## config.mk

```make
export PLATFORM = sky130hd
export DESIGN_NAME = unsigned_divider_64
export DESIGN_NICKNAME = d
export VERILOG_FILES = /design/src/rtl/udiv_pkg.sv /design/src/rtl/unsigned_divider_64.sv /design/src/rtl/udiv_ctrl.sv /design/src/rtl/udiv_datapath.sv
export SDC_FILE = /design/constraint.sdc
export NUM_CORES = 1
export LEC_CHECK = 0
export BUFFER_PORTS_ARGS = -buffer_cell sky130_fd_sc_hd__buf_2
export CAP_MARGIN = 15
export CORE_AREA = 2 2 152 154
export CTS_BUF_LIST = sky130_fd_sc_hd__clkbuf_4 sky130_fd_sc_hd__clkbuf_8
export CTS_CLUSTER_SIZE = 24
export DETAILED_ROUTE_END_ITERATION = 8
export DIE_AREA = 0 0 154 156
export GPL_TIMING_DRIVEN = 0
export PLACE_DENSITY = 0.86
export SLEW_MARGIN = 20
export SYNTH_ARGS = -nofsm -noshare
export SYNTH_HDL_FRONTEND = slang
export SYNTH_HIERARCHICAL = 1
export SYNTH_SLANG_ARGS = --single-unit
```

## constraint.sdc

```tcl
create_clock -name clk -period 10.01 [get_ports clk]
set_clock_uncertainty 0.1 [all_clocks]
set_input_delay 2.5025 -clock clk [delete_from_list [all_inputs] [get_ports clk]]
set_output_delay 2.5025 -clock clk [all_outputs]
set_load 0.05 [all_outputs]
```

## src/rtl/udiv_pkg.sv

```systemverilog
package udiv_pkg;

    // Width of the payload ports; the datapath width is a parameter up to this.
    localparam int PORT_WIDTH = 64;

    // Default datapath width handed to the top level.
    localparam int DATA_WIDTH_DEF = 64;

    // Result selection codes carried by the mode field.
    localparam logic MODE_QUOTIENT  = 1'b0;
    localparam logic MODE_REMAINDER = 1'b1;

    typedef enum logic [1:0] {
        ST_IDLE,
        ST_RUN,
        ST_DONE
    } udiv_state_t;

    // Commands from the sequencer to the datapath.
    typedef struct packed {
        logic load;
        logic step;
    } udiv_ctl_t;

endpackage

```

## src/rtl/unsigned_divider_64.sv

```systemverilog
// Channel   Handshake             Fields
// input     in_valid / in_stall   mode, dividend, divisor
// output    out_valid / out_stall result
//
// From acceptance to the next possible acceptance an item is loaded, takes
// DATA_WIDTH steps of the shared subtractor (one quotient bit each), and
// is delivered once its result is taken.
// The block holds one item at a time; in_stall stays high from acceptance
// until the result has been taken, and a stalled result holds its value.
// Reset returns the sequencer to idle; the datapath registers need none.
module unsigned_divider_64
    import udiv_pkg::*;
#(
    parameter int DATA_WIDTH = DATA_WIDTH_DEF
)
(
    input  logic                  clk,
    input  logic                  rst_n,
    input  logic                  in_valid,
    output logic                  in_stall,
    input  logic                  mode,
    input  logic [PORT_WIDTH-1:0] dividend,
    input  logic [PORT_WIDTH-1:0] divisor,
    output logic                  out_valid,
    input  logic                  out_stall,
    output logic [PORT_WIDTH-1:0] result
);

    udiv_ctl_t             ctl;
    logic [DATA_WIDTH-1:0] dp_result;

    // The sequencer loads an accepted item, then steps the datapath once
    // per quotient bit, then presents the result until it is taken.
    udiv_ctrl #(
        .DATA_WIDTH (DATA_WIDTH)
    ) u_ctrl (
        .clk       (clk),
        .rst_n     (rst_n),
        .in_valid  (in_valid),
        .in_stall  (in_stall),
        .out_valid (out_valid),
        .out_stall (out_stall),
        .ctl       (ctl)
    );

    // Operand bits above the datapath width are ignored.
    udiv_datapath #(
        .DATA_WIDTH (DATA_WIDTH)
    ) u_datapath (
        .clk      (clk),
        .ctl      (ctl),
        .mode     (mode),
        .dividend (dividend[DATA_WIDTH-1:0]),
        .divisor  (divisor[DATA_WIDTH-1:0]),
        .result   (dp_result)
    );

    // Upper result bits read as zero for a narrow datapath.
    assign result = PORT_WIDTH'(dp_result);

endmodule

```

## src/rtl/udiv_ctrl.sv

```systemverilog
module udiv_ctrl
    import udiv_pkg::*;
#(
    parameter int DATA_WIDTH = DATA_WIDTH_DEF
)
(
    input  logic      clk,
    input  logic      rst_n,
    input  logic      in_valid,
    output logic      in_stall,
    output logic      out_valid,
    input  logic      out_stall,
    output udiv_ctl_t ctl
);

    localparam int CNT_W = $clog2(DATA_WIDTH);

    udiv_state_t      state_reg;
    udiv_state_t      state_next;
    logic [CNT_W-1:0] count_reg;
    logic [CNT_W-1:0] count_next;

    always_ff @(posedge clk or negedge rst_n)
    begin
        if (!rst_n)
        begin
            state_reg <= ST_IDLE;
            count_reg <= '0;
        end
        else
        begin
            state_reg <= state_next;
            count_reg <= count_next;
        end
    end

    always_comb
    begin
        state_next = state_reg;
        count_next = count_reg;
        ctl        = '0;
        in_stall   = 1'b1;
        out_valid  = 1'b0;
        case (state_reg)
            ST_IDLE:
            begin
                in_stall = 1'b0;
                if (in_valid)
                begin
                    ctl.load   = 1'b1;
                    count_next = CNT_W'(DATA_WIDTH - 1);
                    state_next = ST_RUN;
                end
            end
            ST_RUN:
            begin
                ctl.step   = 1'b1;
                count_next = count_reg - 1'b1;
                if (count_reg == '0)
                begin
                    state_next = ST_DONE;
                end
            end
            ST_DONE:
            begin
                out_valid = 1'b1;
                if (!out_stall)
                begin
                    state_next = ST_IDLE;
                end
            end
            default:
            begin
                state_next = ST_IDLE;
            end
        endcase
    end

endmodule

```

## src/rtl/udiv_datapath.sv

```systemverilog
module udiv_datapath
    import udiv_pkg::*;
#(
    parameter int DATA_WIDTH = DATA_WIDTH_DEF
)
(
    input  logic                  clk,
    input  udiv_ctl_t             ctl,
    input  logic                  mode,
    input  logic [DATA_WIDTH-1:0] dividend,
    input  logic [DATA_WIDTH-1:0] divisor,
    output logic [DATA_WIDTH-1:0] result
);

    logic [DATA_WIDTH-1:0] rem_reg;
    logic [DATA_WIDTH-1:0] quo_reg;
    logic [DATA_WIDTH-1:0] div_reg;
    logic                  mode_reg;

    logic [DATA_WIDTH:0]   shifted;
    logic [DATA_WIDTH+1:0] diff;
    logic                  fits;

    // The shared subtractor: partial remainder with the next dividend bit
    // brought in, less the divisor. No borrow means the divisor fits.
    assign shifted = {rem_reg, quo_reg[DATA_WIDTH-1]};
    assign diff    = {1'b0, shifted} - {2'b00, div_reg};
    assign fits    = ~diff[DATA_WIDTH+1];

    always_ff @(posedge clk)
    begin
        if (ctl.load)
        begin
            rem_reg  <= '0;
            quo_reg  <= dividend;
            div_reg  <= divisor;
            mode_reg <= mode;
        end
        else if (ctl.step)
        begin
            if (fits)
            begin
                rem_reg <= diff[DATA_WIDTH-1:0];
            end
            else
            begin
                rem_reg <= shifted[DATA_WIDTH-1:0];
            end
            quo_reg <= {quo_reg[DATA_WIDTH-2:0], fits};
        end
    end

    // With a zero divisor every step fits, so the remainder ends as the
    // dividend and only the quotient needs forcing to zero.
    always_comb
    begin
        if (mode_reg == MODE_REMAINDER)
        begin
            result = rem_reg;
        end
        else if (div_reg == '0)
        begin
            result = '0;
        end
        else
        begin
            result = quo_reg;
        end
    end

endmodule

```

**Word-level counts from Yosys, hierarchy flattened**

Cells that the tools add are included.

- Register bits: 201

- $add $sub $neg: 2
- Eq/ne operators: 5
- Multiplexer cells: 16
- Bitwise logic cells: 1
- Reduce and logical (&&, ||, !) cells: 7

Operators with widths:

| cell | number |
|---|---|
| $mux 64 | 5 |
| $sub 65x64->66 | 1 |
| $logic_not 64->1 | 1 |
| $pmux 6 s2 | 1 |
| $logic_not 6->1 | 1 |
| $mux 2 | 3 |
| $mux 6 | 1 |
| $pmux 2 s3 | 1 |
| $sub 6x1->6 const B | 1 |
| $mux 1 | 5 |
| $ne 2x2->1 const B | 2 |
| $reduce_bool 2->1 | 2 |
| $reduce_and 3->1 | 1 |
| $eq 2x1->1 const B | 1 |
| $eq 2x2->1 const B | 1 |
| $logic_not 2->1 | 1 |
| $ne 2x1->1 const B | 1 |
| $reduce_and 2->1 | 1 |
| $not 1->1 | 1 |

**Longest topological paths before layout**

- Word-level depth: 4
- Mapped depth: 14
- Mapped depth without buffers: 13

**By module**

Netlist, hierarchy kept.

By module, submodules not included:

| module | instances | cells each | area an instance (µm²) |
|---|---|---|---|
| udiv_datapath | 1 | 1249 | 12310.6 |
| udiv_ctrl | 1 | 38 | 426.7 |

**Worst setup path after synthesis**

OpenSTA, ideal clock, no wires.

- Path type: input-to-reg
- Start point: input in_valid
- End point: register u_datapath.quo_reg[0], enable pin
- Arrival: 6.137 ns
- Data required time: 9.491 ns
- Setup slack: 3.353 ns
- Stages on the path: 4
- Path buffers: 1
- Path through: nor3b_4 -> clkbuf_1 -> nor2_1 -> inv_1

- Longest elaborated chain between the ends: 3

RTL lines:

| item | RTL line | text |
|---|---|---|
| from (decl) | unsigned_divider_64.sv:19 | `input logic in_valid,` |
| $mux 1 | udiv_ctrl.sv:48 | `if (in_valid)` |
| $mux 1 | udiv_ctrl.sv:44 | `case (state_reg)` |
| $reduce_bool 2->1 (no line) | n/a |  |
| to (signal assigned) | udiv_datapath.sv:35 | `quo_reg <= dividend;` |
| to (signal assigned) | udiv_datapath.sv:49 | `quo_reg <= {quo_reg[DATA_WIDTH-2:0], fits};` |
| to (decl) | udiv_datapath.sv:16 | `logic [DATA_WIDTH-1:0] quo_reg;` |

Every way passes these cells.
A chain may end at the register's enable or synchronous reset.

==> impl.org <==
** Placed design
- The congestion estimate from routability-driven global placement came to around 1.
- Number of I/O port buffers :: slightly below 200
- Detail Placement HPWL :: 29.0 mm
- Summing all placed instances gives a cell area of 14200 um2.
- Placed Instances :: ~1800

** Pwr
- Total power for the finished layout comes to 5.55 mW.
- For this design the ratio of total power to cell area is between 300 and 400 nW/um2.
- Max rail drop VDD :: 0.203 mV
- P_leak :: roughly 6.5 nW

** Final layout
- The number of antenna diodes in the final layout is 0.
- In the final layout, the share of cells above drive strength 1 is 23.2%.
- Filler instances :: approximately 1800
- Most common cell after layout, fill and taps aside :: sky130_fd_sc_hd__buf_2
- The finished cells cover 14900 um2.
- In the layout the commonest cells are sky130_fd_sc_hd__buf_2, sky130_fd_sc_hd__edfxtp_1, sky130_fd_sc_hd__nor2_1.
- Final std cells w/o fill :: 1842
- For this run, the post-layout net count is 1729.
- Relative to the synthesized area, the layout overhead comes to 17.2%.

** Setup path
- The largest individual stage delay along the critical path comes from the cell sky130_fd_sc_hd__clkbuf_1.
- On the worst path, the slowest cell contributes a delay of between 0.7 and 0.8 ns.
- Of all nets on the critical path, the largest fanout is 16.
- Startpoint type of the worst setup path :: primary input
- Gate family responsible for the most delay along the worst path :: buffers and inverters
- Data arrival time of the worst path :: 6.56 ns
- Critical path endpoint category :: flop
- Cells along the critical path :: buf_2 > nor3b_4 > buf_8 > buf_6 > clkbuf_1 > clkinv_1 > nand2_1 > clkbuf_1 > clkbuf_1 > o21ai_0
- Internal reg-to-reg setup slack :: 5.29 ns
- Worst R2R Path Depth :: 9
- By instance count, the cell type seen most on the critical path is sky130_fd_sc_hd__clkbuf_1.
- R2r endpoint :: u_datapath/rem_reg[8]
- Together, buffers and inverters on the worst path number 7.
- Depth of the critical timing path with buffers and inverters included :: 10
- STA puts the critical path data required time at 10.29 ns.
- The worst setup path is of the in -> reg kind.
- The startpoint identified for the worst register-to-register timing path is u_ctrl/state_reg[0].

** Floorplan
- Row generation in the floorplan step produced 55 rows.
- Overall die height :: 156 um
- During I/O placement, the number of pins put on the boundary was roughly 200.
- The initial utilization of the core area, before any placement, comes to 57.0%.
- Horizontal die dimension :: 154 um
- Floorplan Core Area :: 22400 um2
- Area of the die :: roughly 24000 um2

** Drt
- Iteration-0 DRC count of the detailed router :: approximately 1200
- Detailed routing inserted a total of 11700 vias.
- In the routed design, unresolved DRC markers number 0.
- First-pass iteration count of the detailed router :: 6
- In the routed layout, each cell is associated on average with a via count of 6.35.
- In this run the remaining antenna-violating nets after routing total 0.
- Final Routed Wirelength :: slightly below 40 mm
- Routed len/inst :: 20.9 um

** Synthesis
- Number of warnings printed during yosys synthesis :: 6
- Summing the areas of all xor and xnor instances in the mapped netlist gives roughly 3.5% of the synthesized area.
- Fraction of the mapped netlist area in adder cells :: 6.64%
- Among all flip-flop cells after synthesis, the most frequent one is sky130_fd_sc_hd__edfxtp_1.
- Yosys attributes the largest share of cell area to sky130_fd_sc_hd__edfxtp_1, sky130_fd_sc_hd__dfxtp_1, sky130_fd_sc_hd__ha_1.
- The synthesized design devotes to its leading area cell type 30.4% of total area.
- Count of different cell masters after synthesis :: 80
- Syn_area_per_cell :: 9.90 um2
- In this run, synthesis inferred 129 flip-flops with an integrated enable.
- In this run, synthesis produced a sequential element count of between 200 and 250.
- In the synthesized netlist, mux cells make up 9.19% of the area.
- Post-synthesis cell area :: 12700 um2
- The synthesized design spends more area on one cell type than any other, namely sky130_fd_sc_hd__edfxtp_1.
- Simple-gate area share of the yosys netlist :: 12.2%
- Share of the synthesized area in compound gates (AO/OA/AOI/OAI) :: 21.5%
- Sequential element share of the synthesized area :: between 40% and 50%
- After synthesis, the largest family of logic cells by area is compound AO/OA/AOI/OAI gates.
- Gate count of the mapped netlist :: between 1000 and 1500
- Fraction of registers with async set/reset :: 3.98%
- The number of nets handed over by synthesis was 1487.

** Timing
- Setup violations remaining at the end of the flow were counted as 0.
- Final hold viol count :: 0
- Crit share post-route :: 62.7%
- Slew at the pin closest to its max-slew limit :: 1.06 ns
- Measured against its own limit, the worst slew margin works out to approximately 29%.
- Summed over all failing endpoints, the final setup total negative slack is 0 ns.
- Setup repair after global routing missed its margin :: false
- The count of final max-slew check failures came to 0.
- Shortest clock period the worst path allows after layout :: around 6.3 ns
- FMAX :: about 0.16 GHz

** CTS
- No sink is reached through more buffers than the 3 on the longest clock path.
- Clock latency of the later-clocked register in the worst-skew pair :: between 0.5 and 0.6 ns
- Total clock sinks :: 201
- After clock tree synthesis, the repair step resized 0 gates.
- After clock tree synthesis, the clock-pin slew on the worst setup and hold paths is 0.06 ns.
- Number of H-tree branching levels :: 2
- CTS hold repair buffers :: 0
- Post-CTS timing repair inserted 0 buffers for setup.
- TritonCTS created 36 clock buffers.
- TritonCTS built the clock tree.
- Root buffer cell :: sky130_fd_sc_hd__clkbuf_8

** Outcome
- Run status :: finished, final reports clean

** Global routing
- Entering global routing, the biggest net connects 35 pins.
- First-pass GRT wire length :: between 50 and 60 mm
- Total congestion overflow :: 0
- Global Route Usage Sum :: 31.2%
- Vias in the first global route :: approximately 11000
- Initial antenna violation count :: 0

** Hold path
- The worst hold path terminates at u_ctrl/count_reg[5].
- Number of cells on the worst hold path :: 1
- Worst min path class :: reg -> reg
- The startpoint identified for the worst hold timing path is u_ctrl/count_reg[5].

** Run
- Max cap viols :: 0
[cell type report]
class                      instances  area (um2)  area share [%]
timing repair buffer             204        1070            7.17
inverter                          88         335            2.25
tap                              285         357            2.39
sequential                       201        5360            35.9
buffer                            62         293            1.96
multi-input combinational        936        6760            45.3
clock buffer                      52         641            4.29
clock inverter                    14         120           0.804
[routing by layer]
| layer | vias up | share of wire (%) | track usage (%) |
|---|---|---|---|
| li1 | 5385 | - | - |
| met2 | 654 | 46 | 50.7 |
| met3 | 105 | 8.6 | 4.67 |
| met5 | - | 0 | 0 |
| met1 | 5556 | 43 | 43.0 |
| met4 | 0 | 3.0 | 10.8 |
[synthesized netlist by cell type (all sizes together), types with 4 or more instances]
cell / n
and2: 7
a31oi: 14
o21bai: 8
nor2: 98
nand3: 18
nor3: 17
clkbuf: 52
dfxtp: 64
nand2b: 6
o211ai: 7
nand4: 21
o21ai: 63
a21o: 32
dfrtp: 8
a22oi: 5
a41oi: 5
mux2: 64
or3: 10
mux2i: 45
xnor2: 26
edfxtp: 129
buf: 10
ha: 66
nor4: 23
and3: 14
nor3b: 4
o21a: 11
a21oi: 81
nand2: 89
o31ai: 13
o311ai: 9
a211oi: 44
xor2: 25
or2: 4
a311oi: 7
inv: 87
a22o: 64
[power breakdown]
group	switching [mW]	total [mW]	internal [mW]
Sequential	0.300	1.58	1.28
Combinational	1.93	3.15	1.22
Clock	0.351	0.816	0.465
Total	2.58	5.55	2.97
[worst max-delay path by stage]
stage	from	end	slack [ns]
6_report	in_valid	u_datapath/rem_reg[8]	3.73
5_1_grt	in_valid	u_datapath/rem_reg[8]	3.60
4_1_cts	in_valid	u_datapath/rem_reg[8]	3.79
3_5_place_dp	in_valid	u_datapath/rem_reg[8]	3.27
3_3_place_gp	in_valid	u_datapath/quo_reg[32]	0.92
2_1_floorplan	in_valid	u_datapath/quo_reg[0]	3.35
[per-stage QoR]
step / setup slack (ns) / hold slack [ns] / utilization, %
after floorplan: 3.35 / 0.366 / -
after global placement: 0.924 / 0.388 / 63.0
after detailed placement: 3.27 / 0.403 / 63.4
after CTS: 3.79 / 0.413 / 66.8
after global routing: 3.60 / 0.432 / 66.8
final: 3.73 / 0.410 / 66.8
[worst reg2reg max path: stages (launching register included)]
cell	delay (ns)
sky130_fd_sc_hd__dfrtp_1	0.45
sky130_fd_sc_hd__nor3b_4	0.49
sky130_fd_sc_hd__buf_8	0.23
sky130_fd_sc_hd__buf_6	0.22
sky130_fd_sc_hd__clkbuf_1	0.76
sky130_fd_sc_hd__clkinv_1	0.64
sky130_fd_sc_hd__nand2_1	0.23
sky130_fd_sc_hd__clkbuf_1	0.53
sky130_fd_sc_hd__clkbuf_1	0.68
sky130_fd_sc_hd__o21ai_0	0.23
[logic make-up after synthesis]
| group | Yosys count |
|---|---|
| AOI/OAI and AO/OA | 388 |
| and+or+nand+nor | 321 |
| xor gates and xnor gates | 51 |
| DFF | 201 |
| muxes | 109 |
| adders and majority gates | 67 |
| buffers and inverters | 150 |
Power figures use the tool's default switching activity.
